`config.mk`:
```
export PLATFORM = sky130hd
export DESIGN_NAME = depth_pixel_deprojection_flat
export DESIGN_NICKNAME = d
export VERILOG_FILES = /design/src/sv/ddp_pkg.sv /design/src/sv/ddp_if.sv /design/src/sv/ddp_front.sv /design/src/sv/ddp_queue.sv /design/src/sv/ddp_back.sv /design/src/sv/depth_pixel_deprojection.sv /design/src/flat_wrapper.sv
export SDC_FILE = /design/constraint.sdc
export NUM_CORES = 2
export LEC_CHECK = 0
export BUFFER_PORTS_ARGS = -buffer_cell sky130_fd_sc_hd__buf_2
export CAP_MARGIN = 10
export CORE_ASPECT_RATIO = 1.25
export CORE_UTILIZATION = 66
export DETAILED_ROUTE_END_ITERATION = 7
export PLACE_DENSITY_LB_ADDON = 0.2
export SKIP_CTS_REPAIR_TIMING = 1
export SYNTH_ARGS = -nofsm -noshare
export SYNTH_HDL_FRONTEND = slang
export SYNTH_SLANG_ARGS = --single-unit
```
`constraint.sdc`:
```
create_clock -name clk_i -period 15.79 [get_ports clk_i]
set_clock_uncertainty 0.1 [all_clocks]
set_input_delay 1.579 -clock clk_i [delete_from_list [all_inputs] [get_ports clk_i]]
set_output_delay 1.579 -clock clk_i [all_outputs]
set_load 0.1 [all_outputs]
```
`src/sv/ddp_pkg.sv`:
```
// package: shared types and constants for the depth pixel deprojection block
`timescale 1ns / 1ps
package ddp_pkg;

  localparam int unsigned QueueDepth = 2;

  localparam logic [15:0] ImageWidthRst = 16'd640;
  localparam logic [23:0] DepthScaleRst = 24'd16777;
  localparam logic [23:0] RangeMinRst   = 24'd13107;
  localparam logic [23:0] RangeMaxRst   = 24'd262144;
  localparam logic [23:0] FocalXRst     = 24'd98304;
  localparam logic [23:0] FocalYRst     = 24'd98304;
  localparam logic [23:0] CenterXRst    = 24'd81920;
  localparam logic [23:0] CenterYRst    = 24'd61440;

  localparam int unsigned RowStepDef = 1;
  localparam int unsigned ColStepDef = 1;

  typedef enum logic [2:0] {
    REG_IMAGE_WIDTH = 3'd0,
    REG_Z_SCALE     = 3'd1,
    REG_Z_MIN       = 3'd2,
    REG_Z_MAX       = 3'd3,
    REG_FOCAL_X     = 3'd4,
    REG_FOCAL_Y     = 3'd5,
    REG_CENTER_X    = 3'd6,
    REG_CENTER_Y    = 3'd7
  } reg_idx_e;

  typedef struct packed {
    logic [15:0] image_width;
    logic [23:0] z_scale;
    logic [23:0] z_min;
    logic [23:0] z_max;
    logic [23:0] focal_x;
    logic [23:0] focal_y;
    logic [23:0] center_x;
    logic [23:0] center_y;
  } cfg_t;

  // one kept pixel handed from front to back
  typedef struct packed {
    logic        pt_valid;
    logic [15:0] col;
    logic [15:0] row;
    logic [23:0] z;
  } pt_t;

endpackage

```
`src/sv/ddp_if.sv`:
```
// interfaces: pixel input channel and point output channel
`timescale 1ns / 1ps
interface ddp_in_if;
  logic        valid;
  logic        ready;
  logic [15:0] depth_raw;
  logic        frame_start;
  modport source (output valid, depth_raw, frame_start, input ready);
  modport sink (input valid, depth_raw, frame_start, output ready);
endinterface

interface ddp_out_if;
  logic               valid;
  logic               ready;
  logic               point_valid;
  logic signed [31:0] x_pos;
  logic signed [31:0] y_pos;
  logic        [23:0] z_pos;
  modport source (output valid, point_valid, x_pos, y_pos, z_pos, input ready);
  modport sink (input valid, point_valid, x_pos, y_pos, z_pos, output ready);
endinterface

```
`src/sv/ddp_front.sv`:
```
// front: pixel counters, decimation grid, depth scaling and range check
`timescale 1ns / 1ps
module ddp_front import ddp_pkg::*; #(
  parameter int unsigned ROW_DECIM = RowStepDef,
  parameter int unsigned COL_DECIM = ColStepDef
) (
  input  logic        clk_i,
  input  logic        rst_ni,
  input  cfg_t        cfg_i,
  input  logic        in_valid_i,
  output logic        in_ready_o,
  input  logic [15:0] depth_raw_i,
  input  logic        frame_start_i,
  input  logic        full_i,
  output logic        push_o,
  output pt_t         pt_o
);

  localparam int unsigned RW = (ROW_DECIM > 1) ? $clog2(ROW_DECIM) : 1;
  localparam int unsigned CW = (COL_DECIM > 1) ? $clog2(COL_DECIM) : 1;

  logic [15:0] col_q, col_d, row_q, row_d, u, v;
  logic [RW-1:0] rph_q, rph_d, rph;
  logic [CW-1:0] cph_q, cph_d, cph;
  logic [16:0] nxt, lim;
  logic [39:0] prod;
  logic [31:0] zw;
  logic accept, keep, ok;

  assign in_ready_o = !full_i;
  assign accept = in_valid_i && !full_i;

  always_comb begin
    u   = frame_start_i ? '0 : col_q;
    v   = frame_start_i ? '0 : row_q;
    rph = frame_start_i ? '0 : rph_q;
    cph = frame_start_i ? '0 : cph_q;
    keep = (rph == '0) && (cph == '0);
    nxt = {1'b0, u} + 17'd1;
    lim = {(cfg_i.image_width == '0), cfg_i.image_width};
    col_d = col_q;
    row_d = row_q;
    rph_d = rph_q;
    cph_d = cph_q;
    if (accept) begin
      if (nxt >= lim) begin
        col_d = '0;
        cph_d = '0;
        row_d = v + 16'd1;
        if (v == 16'hFFFF || rph == RW'(ROW_DECIM - 1)) rph_d = '0;
        else rph_d = rph + RW'(1);
      end else begin
        col_d = nxt[15:0];
        row_d = v;
        rph_d = rph;
        cph_d = (cph == CW'(COL_DECIM - 1)) ? '0 : cph + CW'(1);
      end
    end
  end

  assign prod = 40'(depth_raw_i) * 40'(cfg_i.z_scale);
  assign zw   = prod[39:8];
  assign ok   = (depth_raw_i != '0) && (zw >= 32'(cfg_i.z_min))
             && (zw <= 32'(cfg_i.z_max)) && (cfg_i.focal_x != '0)
             && (cfg_i.focal_y != '0);

  assign push_o      = accept && keep;
  assign pt_o.pt_valid = ok;
  assign pt_o.col    = u;
  assign pt_o.row    = v;
  assign pt_o.z      = ok ? zw[23:0] : '0;

  always_ff @(posedge clk_i or negedge rst_ni) begin
    if (!rst_ni) begin
      col_q <= '0;
      row_q <= '0;
      rph_q <= '0;
      cph_q <= '0;
    end else begin
      col_q <= col_d;
      row_q <= row_d;
      rph_q <= rph_d;
      cph_q <= cph_d;
    end
  end

endmodule

```
`src/sv/ddp_queue.sv`:
```
// queue: short fifo of kept pixels between front and back
`timescale 1ns / 1ps
module ddp_queue import ddp_pkg::*; (
  input  logic clk_i,
  input  logic rst_ni,
  input  logic push_i,
  input  pt_t  pt_i,
  input  logic pop_i,
  output pt_t  pt_o,
  output logic full_o,
  output logic empty_o
);

  localparam int unsigned PW = (QueueDepth > 1) ? $clog2(QueueDepth) : 1;
  localparam int unsigned NW = $clog2(QueueDepth + 1);

  pt_t mem_q [QueueDepth];
  logic [PW-1:0] wr_q, rd_q;
  logic [NW-1:0] cnt_q;

  assign full_o  = (cnt_q == NW'(QueueDepth));
  assign empty_o = (cnt_q == '0);
  assign pt_o    = mem_q[rd_q];

  always_ff @(posedge clk_i) begin
    if (push_i) mem_q[wr_q] <= pt_i;
  end

  always_ff @(posedge clk_i or negedge rst_ni) begin
    if (!rst_ni) begin
      wr_q  <= '0;
      rd_q  <= '0;
      cnt_q <= '0;
    end else begin
      if (push_i) wr_q <= (wr_q == PW'(QueueDepth - 1)) ? '0 : wr_q + PW'(1);
      if (pop_i) rd_q <= (rd_q == PW'(QueueDepth - 1)) ? '0 : rd_q + PW'(1);
      if (push_i && !pop_i) cnt_q <= cnt_q + NW'(1);
      else if (pop_i && !push_i) cnt_q <= cnt_q - NW'(1);
    end
  end

endmodule

```
`src/sv/ddp_back.sv`:
```
// back: offset times depth, restoring divide by focal length, saturation
`timescale 1ns / 1ps
module ddp_back import ddp_pkg::*; (
  input  logic               clk_i,
  input  logic               rst_ni,
  input  cfg_t               cfg_i,
  input  logic               empty_i,
  input  pt_t                pt_i,
  output logic               pop_o,
  output logic               out_valid_o,
  input  logic               out_ready_i,
  output logic               point_valid_o,
  output logic signed [31:0] x_pos_o,
  output logic signed [31:0] y_pos_o,
  output logic        [23:0] z_pos_o
);

  typedef enum logic [4:0] {
    S_IDLE = 5'b00001,
    S_MUL  = 5'b00010,
    S_DIV  = 5'b00100,
    S_SAT  = 5'b01000,
    S_OUT  = 5'b10000
  } state_e;

  state_e state_q, state_d;
  pt_t pt_q;
  logic axis_q, neg_q;
  logic [47:0] quo_q;
  logic [23:0] rem_q;
  logic [5:0] cnt_q;
  logic [31:0] xr_q, yr_q;

  logic [23:0] pos, ctr, mag, foc;
  logic [24:0] trial;
  logic [31:0] mag32, res;
  logic big;

  assign pos   = {axis_q ? pt_q.row : pt_q.col, 8'd0};
  assign ctr   = axis_q ? cfg_i.center_y : cfg_i.center_x;
  assign foc   = axis_q ? cfg_i.focal_y : cfg_i.focal_x;
  assign mag   = (ctr > pos) ? ctr - pos : pos - ctr;
  assign trial = {rem_q, quo_q[47]};

  always_comb begin
    if (neg_q) begin
      big   = (|quo_q[47:32]) || (quo_q[31] && (|quo_q[30:0]));
      mag32 = big ? 32'h8000_0000 : quo_q[31:0];
      res   = 32'd0 - mag32;
    end else begin
      big   = (|quo_q[47:32]) || quo_q[31];
      mag32 = quo_q[31:0];
      res   = big ? 32'h7FFF_FFFF : quo_q[31:0];
    end
  end

  always_comb begin
    state_d = state_q;
    pop_o   = 1'b0;
    unique case (state_q)
      S_IDLE: if (!empty_i) begin
        pop_o   = 1'b1;
        state_d = pt_i.pt_valid ? S_MUL : S_OUT;
      end
      S_MUL: state_d = S_DIV;
      S_DIV: if (cnt_q == 6'd47) state_d = S_SAT;
      S_SAT: state_d = axis_q ? S_OUT : S_MUL;
      S_OUT: if (out_ready_i) state_d = S_IDLE;
      default: state_d = S_IDLE;
    endcase
  end

  always_ff @(posedge clk_i) begin
    unique case (state_q)
      S_IDLE: begin
        pt_q   <= pt_i;
        axis_q <= 1'b0;
        xr_q   <= '0;
        yr_q   <= '0;
      end
      S_MUL: begin
        neg_q <= ctr > pos;
        quo_q <= 48'(mag) * 48'(pt_q.z);
        rem_q <= '0;
        cnt_q <= '0;
      end
      S_DIV: begin
        cnt_q <= cnt_q + 6'd1;
        if (trial >= {1'b0, foc}) begin
          rem_q <= 24'(trial - {1'b0, foc});
          quo_q <= {quo_q[46:0], 1'b1};
        end else begin
          rem_q <= trial[23:0];
          quo_q <= {quo_q[46:0], 1'b0};
        end
      end
      S_SAT: begin
        if (axis_q) yr_q <= res;
        else xr_q <= res;
        axis_q <= 1'b1;
      end
      default: ;
    endcase
  end

  always_ff @(posedge clk_i or negedge rst_ni) begin
    if (!rst_ni) state_q <= S_IDLE;
    else state_q <= state_d;
  end

  assign out_valid_o   = (state_q == S_OUT);
  assign point_valid_o = pt_q.pt_valid;
  assign x_pos_o       = xr_q;
  assign y_pos_o       = yr_q;
  assign z_pos_o       = pt_q.z;

endmodule

```
`src/sv/depth_pixel_deprojection.sv`:
```
// top level: pinhole deprojection of a raw depth pixel stream
//
//   channel  dir  handshake    word
//   in_i     in   valid/ready  depth_raw, frame_start
//   out_o    out  valid/ready  point_valid, x_pos, y_pos, z_pos
//   cfg      in   cfg_we_i     cfg_idx_i, cfg_data_i
//
// the front takes one pixel per cycle while the two-entry queue has room
// a valid point in the back goes, per axis, through one multiply,
// 48 steps of the restoring divider and one saturation step
// an invalid or out-of-range point goes from idle straight to output in the back
// reset clears counters, queue and state and loads the default registers
// out_o stalls hold the back; the front then stalls once the queue is full
`timescale 1ns / 1ps
module depth_pixel_deprojection import ddp_pkg::*; #(
  parameter int unsigned ROW_DECIM = RowStepDef,
  parameter int unsigned COL_DECIM = ColStepDef
) (
  input  logic        clk_i,
  input  logic        rst_ni,
  input  logic        cfg_we_i,
  input  logic [2:0]  cfg_idx_i,
  input  logic [23:0] cfg_data_i,
  ddp_in_if.sink      in_i,
  ddp_out_if.source   out_o
);

  cfg_t cfg_q;
  pt_t  f_pt, q_pt;
  logic push, pop, full, empty;

  always_ff @(posedge clk_i or negedge rst_ni) begin
    if (!rst_ni) begin
      cfg_q.image_width <= ImageWidthRst;
      cfg_q.z_scale     <= DepthScaleRst;
      cfg_q.z_min       <= RangeMinRst;
      cfg_q.z_max       <= RangeMaxRst;
      cfg_q.focal_x     <= FocalXRst;
      cfg_q.focal_y     <= FocalYRst;
      cfg_q.center_x    <= CenterXRst;
      cfg_q.center_y    <= CenterYRst;
    end else if (cfg_we_i) begin
      unique case (reg_idx_e'(cfg_idx_i))
        REG_IMAGE_WIDTH: cfg_q.image_width <= cfg_data_i[15:0];
        REG_Z_SCALE:     cfg_q.z_scale     <= cfg_data_i;
        REG_Z_MIN:       cfg_q.z_min       <= cfg_data_i;
        REG_Z_MAX:       cfg_q.z_max       <= cfg_data_i;
        REG_FOCAL_X:     cfg_q.focal_x     <= cfg_data_i;
        REG_FOCAL_Y:     cfg_q.focal_y     <= cfg_data_i;
        REG_CENTER_X:    cfg_q.center_x    <= cfg_data_i;
        REG_CENTER_Y:    cfg_q.center_y    <= cfg_data_i;
        default: ;
      endcase
    end
  end

  ddp_front #(.ROW_DECIM(ROW_DECIM), .COL_DECIM(COL_DECIM)) u_front (
    .clk_i, .rst_ni, .cfg_i(cfg_q),
    .in_valid_i(in_i.valid), .in_ready_o(in_i.ready),
    .depth_raw_i(in_i.depth_raw), .frame_start_i(in_i.frame_start),
    .full_i(full), .push_o(push), .pt_o(f_pt)
  );

  ddp_queue u_queue (
    .clk_i, .rst_ni, .push_i(push), .pt_i(f_pt), .pop_i(pop),
    .pt_o(q_pt), .full_o(full), .empty_o(empty)
  );

  ddp_back u_back (
    .clk_i, .rst_ni, .cfg_i(cfg_q), .empty_i(empty), .pt_i(q_pt), .pop_o(pop),
    .out_valid_o(out_o.valid), .out_ready_i(out_o.ready),
    .point_valid_o(out_o.point_valid), .x_pos_o(out_o.x_pos),
    .y_pos_o(out_o.y_pos), .z_pos_o(out_o.z_pos)
  );

  a_invalid_zero: assert property (@(posedge clk_i) disable iff (!rst_ni)
    out_o.valid && !out_o.point_valid |->
      out_o.x_pos == 0 && out_o.y_pos == 0 && out_o.z_pos == 0)
    else $error("invalid point with nonzero coordinates");

  a_z_in_range: assert property (@(posedge clk_i) disable iff (!rst_ni)
    out_o.valid && out_o.point_valid |->
      out_o.z_pos >= cfg_q.z_min && out_o.z_pos <= cfg_q.z_max)
    else $error("valid point depth outside range window");

  a_no_pop_empty: assert property (@(posedge clk_i) disable iff (!rst_ni)
    pop |-> !empty)
    else $error("queue pop while empty");

endmodule
```
`src/flat_wrapper.sv`:
```
// flat-port wrapper written by rule: the top's interface ports become plain ports
module depth_pixel_deprojection_flat import ddp_pkg::*;
#(
  parameter int unsigned ROW_DECIM = RowStepDef,
  parameter int unsigned COL_DECIM = ColStepDef
)
  (clk_i, rst_ni, cfg_we_i, cfg_idx_i, cfg_data_i, in_i_valid, in_i_depth_raw, in_i_frame_start, in_i_ready, out_o_valid, out_o_point_valid, out_o_x_pos, out_o_y_pos, out_o_z_pos, out_o_ready);
  ddp_in_if in_i_i ();
  ddp_out_if out_o_i ();
  input  logic clk_i;
  input  logic rst_ni;
  input  logic cfg_we_i;
  input  logic [2:0] cfg_idx_i;
  input  logic [23:0] cfg_data_i;
  input wire logic [$bits(in_i_i.valid)-1:0] in_i_valid;
  input wire logic [$bits(in_i_i.depth_raw)-1:0] in_i_depth_raw;
  input wire logic [$bits(in_i_i.frame_start)-1:0] in_i_frame_start;
  output wire logic [$bits(in_i_i.ready)-1:0] in_i_ready;
  output wire logic [$bits(out_o_i.valid)-1:0] out_o_valid;
  output wire logic [$bits(out_o_i.point_valid)-1:0] out_o_point_valid;
  output wire logic [$bits(out_o_i.x_pos)-1:0] out_o_x_pos;
  output wire logic [$bits(out_o_i.y_pos)-1:0] out_o_y_pos;
  output wire logic [$bits(out_o_i.z_pos)-1:0] out_o_z_pos;
  input wire logic [$bits(out_o_i.ready)-1:0] out_o_ready;
  assign in_i_i.valid = in_i_valid;
  assign in_i_i.depth_raw = in_i_depth_raw;
  assign in_i_i.frame_start = in_i_frame_start;
  assign in_i_ready = in_i_i.ready;
  assign out_o_valid = out_o_i.valid;
  assign out_o_point_valid = out_o_i.point_valid;
  assign out_o_x_pos = out_o_i.x_pos;
  assign out_o_y_pos = out_o_i.y_pos;
  assign out_o_z_pos = out_o_i.z_pos;
  assign out_o_i.ready = out_o_ready;
  depth_pixel_deprojection #(.ROW_DECIM(ROW_DECIM), .COL_DECIM(COL_DECIM)) u_core (.clk_i(clk_i), .rst_ni(rst_ni), .cfg_we_i(cfg_we_i), .cfg_idx_i(cfg_idx_i), .cfg_data_i(cfg_data_i), .in_i(in_i_i), .out_o(out_o_i));
endmodule
```
==> Yosys cells after proc, flatten, opt, wreduce, memory -nomap -nowiden <==
Memories as Yosys holds them, arrays and structs flattened.
Cells that the tools add are included.
{ "op_classes": {"add_sub_neg": 13, "n_mul": 2, "order_cmp": 5, "n_eq_ne": 20, "n_mux": 42, "bitwise": 2, "n_reduce_logical": 38} }
{ "op_table": {"columns": ["operator", "n"], "rows": [
  ["32-bit 2-to-1 mux", 5],
  ["32-bit case mux with 2 select lines", 2],
  ["24-bit 2-to-1 mux", 5],
  ["48-bit case mux with 2 select lines", 1],
  ["16-bit 2-to-1 mux", 5],
  ["24-bit subtractor", 3],
  ["24-bit by 24-bit multiplier with 48-bit output", 1],
  ["24-bit case mux with 2 select lines", 1],
  ["24-bit nonzero test", 2],
  ["16-bit by 24-bit multiplier with 40-bit output", 1],
  ["32-bit by 24-bit greater-or-equal comparator with 1-bit output", 1],
  ["32-bit by 24-bit <= comparator with 1-bit output", 1],
  ["1-bit by 32-bit subtractor with 32-bit output, first input constant", 1],
  ["31-bit OR reduction", 1],
  ["25-bit by 24-bit greater-or-equal comparator with 1-bit output", 1],
  ["5-bit 2-to-1 mux", 5],
  ["5-bit case mux with 5 select lines", 1],
  ["24-bit > comparator", 1],
  ["2-bit AND reduction", 10],
  ["16-bit by 1-bit adder with 17-bit output, second input constant", 1],
  ["17-bit greater-or-equal comparator", 1],
  ["16-bit by 1-bit adder with 16-bit output, second input constant", 1],
  ["16-bit == test, second input constant", 1],
  ["16-bit zero test", 1],
  ["other kinds (30)", 69]
]} }
{ "word_totals": {"reg_bits": 428, "mem_bits_rw": 114, "in_bits": 49, "out_inout_bits": 91, "wordCells": 150, "memories": 1} }
{ "mem_list": {"columns": ["memory", "depth", "word_bits", "rd", "rd_ports_with_merged_regs", "write_ports", "line_no", "source"], "rows": [
  ["u_core.u_queue.mem_q", 2, 57, 1, 0, 1, "ddp_queue.sv:17", "pt_t mem_q [QueueDepth];"]
]} }

==> Logic depth before layout (Yosys ltp) <==
{ "logic_depth": {"ltp_word": 8, "depth_mapped": 47, "depth_no_buf": 40} }

==> By module <==
A second synthesis with hierarchy kept.
{ "hier_totals": {"hier_cells": 5996, "area_unflattened_um2": 59646.0} }
{ "modules_own_cells": {"columns": ["module", "instances", "cells_each", "area_per_inst_um2", "seq_area_each_um2"], "rows": [
  ["ddp_back", 1, 3373, 31462.7, 6162.2],
  ["ddp_front", 1, 2032, 16777.3, 825.8],
  ["depth_pixel_deprojection", 1, 398, 7030.5, 4636.9],
  ["ddp_queue", 1, 193, 4375.4, 3523.4]
]} }

==> Worst setup path before layout <==
OpenSTA, ideal clock, no wires.
{ "synth_timing": {"path_type": "register to register", "start": "reg u_core.u_back.axis_q", "end": "reg u_core.u_back.quo_q[43] (data pin)", "setup_ns": 0.256, "arrival_ns": 10.914, "required_time_ns": 15.434, "slack_ns": 4.520, "stages_incl_launch_ff": 44, "path_buffers": 5, "period_less_slack_ns": 11.270, "path_cell_list": "edfxtp_1 > buf_6 > clkbuf_1 > buf_1 > mux2i_1 > ha_1 > inv_1 > fa_1 > a211oi_1 > nor2_1 > o31a_1 > a41o_1 > buf_2 > nand2_2 > inv_1 > o311a_1 > o21ai_0 > nand3_1 > [... 8 more ...] > inv_1 > fa_1 > fa_1 > inv_1 > fa_1 > inv_1 > ha_1 > clkbuf_1 > a21oi_1 > o21ai_0 > o21bai_1 > a21oi_1 > a311o_1 > a31oi_1 > a22oi_1 > a311oi_1 > o21ai_0 > a31o_2"} }
{ "synth_between": {"elab_chain_len": 5, "word_cells_on_any_way": 8, "classes_between": "add/sub: 2; mul: 1; order compare: 1; mux: 4"} }
{ "synth_lines": {"columns": ["item", "line_no", "source"], "rows": [
  ["from (decl)", "ddp_back.sv:28", "logic axis_q, neg_q;"],
  ["from (signal assigned)", "ddp_back.sv:77", "axis_q <= 1'b0;"],
  ["from (signal assigned)", "ddp_back.sv:100", "axis_q <= 1'b1;"],
  ["24-bit 2-to-1 mux or 16-bit 2-to-1 mux (tied branches)", "ddp_back.sv:40, ddp_back.sv:39", null],
  ["24-bit subtractor or 24-bit > comparator (tied branches)", "ddp_back.sv:42", "assign mag = (ctr > pos) ? ctr - pos : pos - ctr;"],
  ["24-bit 2-to-1 mux (*)", "ddp_back.sv:42", null],
  ["24-bit by 24-bit multiplier with 48-bit output (*)", "ddp_back.sv:83", "quo_q <= 48'(mag) * 48'(pt_q.z);"],
  ["48-bit case mux with 2 select lines (*)", "ddp_back.sv:74", "unique case (state_q)"],
  ["to (signal assigned)", "ddp_back.sv:83", null],
  ["to (signal assigned)", "ddp_back.sv:91", "quo_q <= {quo_q[46:0], 1'b1};"],
  ["to (signal assigned)", "ddp_back.sv:94", "quo_q <= {quo_q[46:0], 1'b0};"],
  ["to (decl)", "ddp_back.sv:29", "logic [47:0] quo_q;"]
]} }
Mark *: on every way between the ends. The rest lies on a longest branch, timed or not.
A chain may end at the register's enable or synchronous reset.

==> Worst setup path after layout <==
Ends and elaborated chain as after synthesis.

==> out/qor.yml <==
status: "complete, but fails checks"
violations: "design-rule violations"
grt_pass1_wl_microns: 269000
worst_setup_path_end_kind: "flop"
cts_buffers: 54
r2r_slack_ns: 2.55
syn_nets: 7627
viasPerCell: 6.19
met2_usage_pct: 62.5
grt_max_degree: 85
io_pins: 140
tightest_slew_ns: 1.18
synth.avg_cell_area_sq_um: 9.56
coreArea_sq_mm: 0.0915
max_stage_delay_ns: 0.89
fp.dieW_microns: 274
antenna_found_initial: 5
first_global_vias: 48400
yosysUniqueCellTypes: 87
layout_common_cells: "1019 x inv_1, 860 x nand2_1, 789 x fa_1, 408 x ha_1, 315 x edfxtp_1"
cp.arrival_ns: 13.53
use_met1_pct: 45.0
rsz0062_at_grt: "false"
synthesis.area_sq_mm: 0.0610
totalWireLength_microns: 171000
overflow: 0
slew_violations: 0
synth_warnings: 0
syn_inst: 6380
cap_violations: 0
drtIter0Drc: 4214
crit_type: "reg -> reg"
busiest_layer: "met2"
drive_above_1_share_pct: 10.4
start_util_pct: 66.7
hold_start: "u_core.u_front.col_q[6]"
setup_viol: 0
fin_crit_sh_pct: 83.8
globalplace.congestion: 0.974
ys.flop_type: "edfxtp_1"
final_antenna_net_count: 0
clock_sinks: 541
finalCriticalPeriod_ns: 13.24
placed_cells: 7417
drc: 3
max_freq_mhz: 75.5
cp-start-kind: "flop"
synth_edf_count: 315
final_nets: 7523
wl_per_cell_microns: 22.8
dpl.hpwl_microns: 127000
drtPass1Iterations: 6
cts_tree: "built"
dieHeight_microns: 342
htreeDepth: 2
die-area_sq_mm: 0.0937
vias: 46500
ys_seq_elements: 541
cp.required_ns: 16.08
tns_ns: 0
fp-row-count: 124
insertion_delay_ns: 0.64
hold_viol: 0
path_max_fanout: 56
layout_commonest_cell: "inv_1"
numPortBuffers: 139
path_clk_slew_ns: 0.07
cpMaxStageDelayCell: "nand3_1"
yosysSeqAreaShare_pct: 24.8
async_reset_ff_share_pct: 41.8
instances_no_fill: 7520
track_usage_pct: 37.5
crit_start: "u_core.u_back.axis_q"
hold_class: "reg -> reg"
max-slew-margin-rel_pct: 21.4
grtUsageMet3_pct: 6.31
clockRootBuffer: "clkbuf_16"
rr_startpoint: "u_core.u_back.axis_q"
area_growth_pct: 5.51
clockBufferDepth: 3
==> stage by stage <==
step / area [sq um] / setup slack, ns / util (%) / hold slack (ns)
after global routing: 64400 / 1.74 / 70.3 / 0.414
after global placement: 62600 / 2.98 / 68.3 / 0.359
after CTS: 64400 / 2.82 / 70.3 / 0.387
after floorplan: 61000 / 4.52 / - / 0.342
after detailed placement: 62600 / 2.78 / 68.3 / 0.374
final: 64400 / 2.55 / 70.3 / 0.387
==> Yosys cell counts (10+ instances only) <==
cell	number	share of area [%]
o31ai_1	22	0.27
buf_4	33	0.41
mux2_2	250	4.6
buf_1	11	0.068
inv_1	1020	6.3
nor2b_1	53	0.54
a21o_1	86	1.1
and2_1	286	2.9
mux2i_1	116	1.9
a211oi_1	26	0.32
nand3_1	117	0.96
o311ai_0	24	0.34
fa_1	789	26
nor3b_1	34	0.42
buf_2	13	0.11
xnor2_1	74	1.1
nor3_1	66	0.54
clkbuf_1	334	2.1
o211ai_1	12	0.15
o21ai_0	211	1.7
a311oi_1	36	0.52
and3_1	29	0.30
nand2b_1	73	0.75
nand2_1	861	5.3
or3_1	11	0.11
ha_1	409	8.4
o21a_1	20	0.25
dfrtp_1	199	8.2
a31oi_1	49	0.50
edfxtp_1	315	16
a21oi_1	188	1.5
nor2_1	264	1.6
nor4_1	33	0.34
nand4_1	59	0.60
a311o_1	16	0.26
xor2_1	66	0.95
dfstp_2	27	1.2
o21bai_1	10	0.12
==> registers in the layout, indices dropped and copies added (netlist names) <==
name and count:
u_core.u_back.cnt_q 6, u_core.u_queue.cnt_q 2, u_core.u_front.row_q 16, u_core.u_back.axis_q 1, u_core.u_front.rph_q 1, u_core.u_back.rem_q 24, u_core.u_back.pt_q 32, u_core.u_back.neg_q 1
u_core.u_back.point_valid_o 1, u_core.u_back.z_pos_o 24, u_core.u_back.quo_q 48, u_core.u_queue.mem_q 114, u_core.u_back.y_pos_o 32, u_core.u_back.state_q 5, u_core.u_front.col_q 16, u_core.u_queue.wr_q 1
u_core.cfg_q 184, u_core.u_queue.rd_q 1, u_core.u_back.x_pos_o 32
==> cell type report <==
class / count / area [sq um]
diodes: 1 / 2.50
clock buffers: 69 / 1450
repair buffers: 233 / 1410
clock inverters: 33 / 359
fillers: 7009 / 27200
inverters: 1022 / 3840
flip-flops and latches: 541 / 15100
multi-input cells: 4424 / 40700
well taps: 1197 / 1500
==> routing by layer <==
metal / up-vias / wire, microns
met2: 2162 / 83200
met1: 23300 / 61700
li1: 20500 / -
met4: 2 / 12900
met3: 641 / 13600
met5: - / 13
==> critical path, delay by kind of cell (launching register included) <==
kind	cells	cell delay [ns]
buffers and inverters	9	1.65
AOI/OAI and AO/OA	11	3.26
and+or+nand+nor	9	3.06
adders and majority gates	9	4.22
DFF	1	0.38
muxes	1	0.30
==> final timing paths <==
kind | endpoint | depth (start not counted)
min in group asynchronous | u_core.cfg_q[180] | 1
hold / removal | u_core.u_front.col_q[6] | 2
max in group asynchronous | u_core.cfg_q[41] | 3
setup / recovery | u_core.u_back.quo_q[43] | 39
hold reg to reg | u_core.u_front.col_q[6] | 2
setup reg to reg | u_core.u_back.quo_q[43] | 39
==> cell families (layout without fill, tap and decap cells) <==
logic type / count (synthesis) / after routing / share of synthesized area [%]
compound gates: 777 / 777 / 8.19
xor+xnor: 140 / 140 / 2.01
fa+ha+maj: 1198 / 1198 / 34.3
buf+inv: 1415 / 1357 / 8.96
flops: 541 / 541 / 24.8
mux: 368 / 368 / 6.55
other cells: 0 / 1 / 0
simple gates: 1941 / 1941 / 15.2
Power is not shown: default switching activity piles up to over one toggle a cycle in this logic, so the estimate is an artifact.
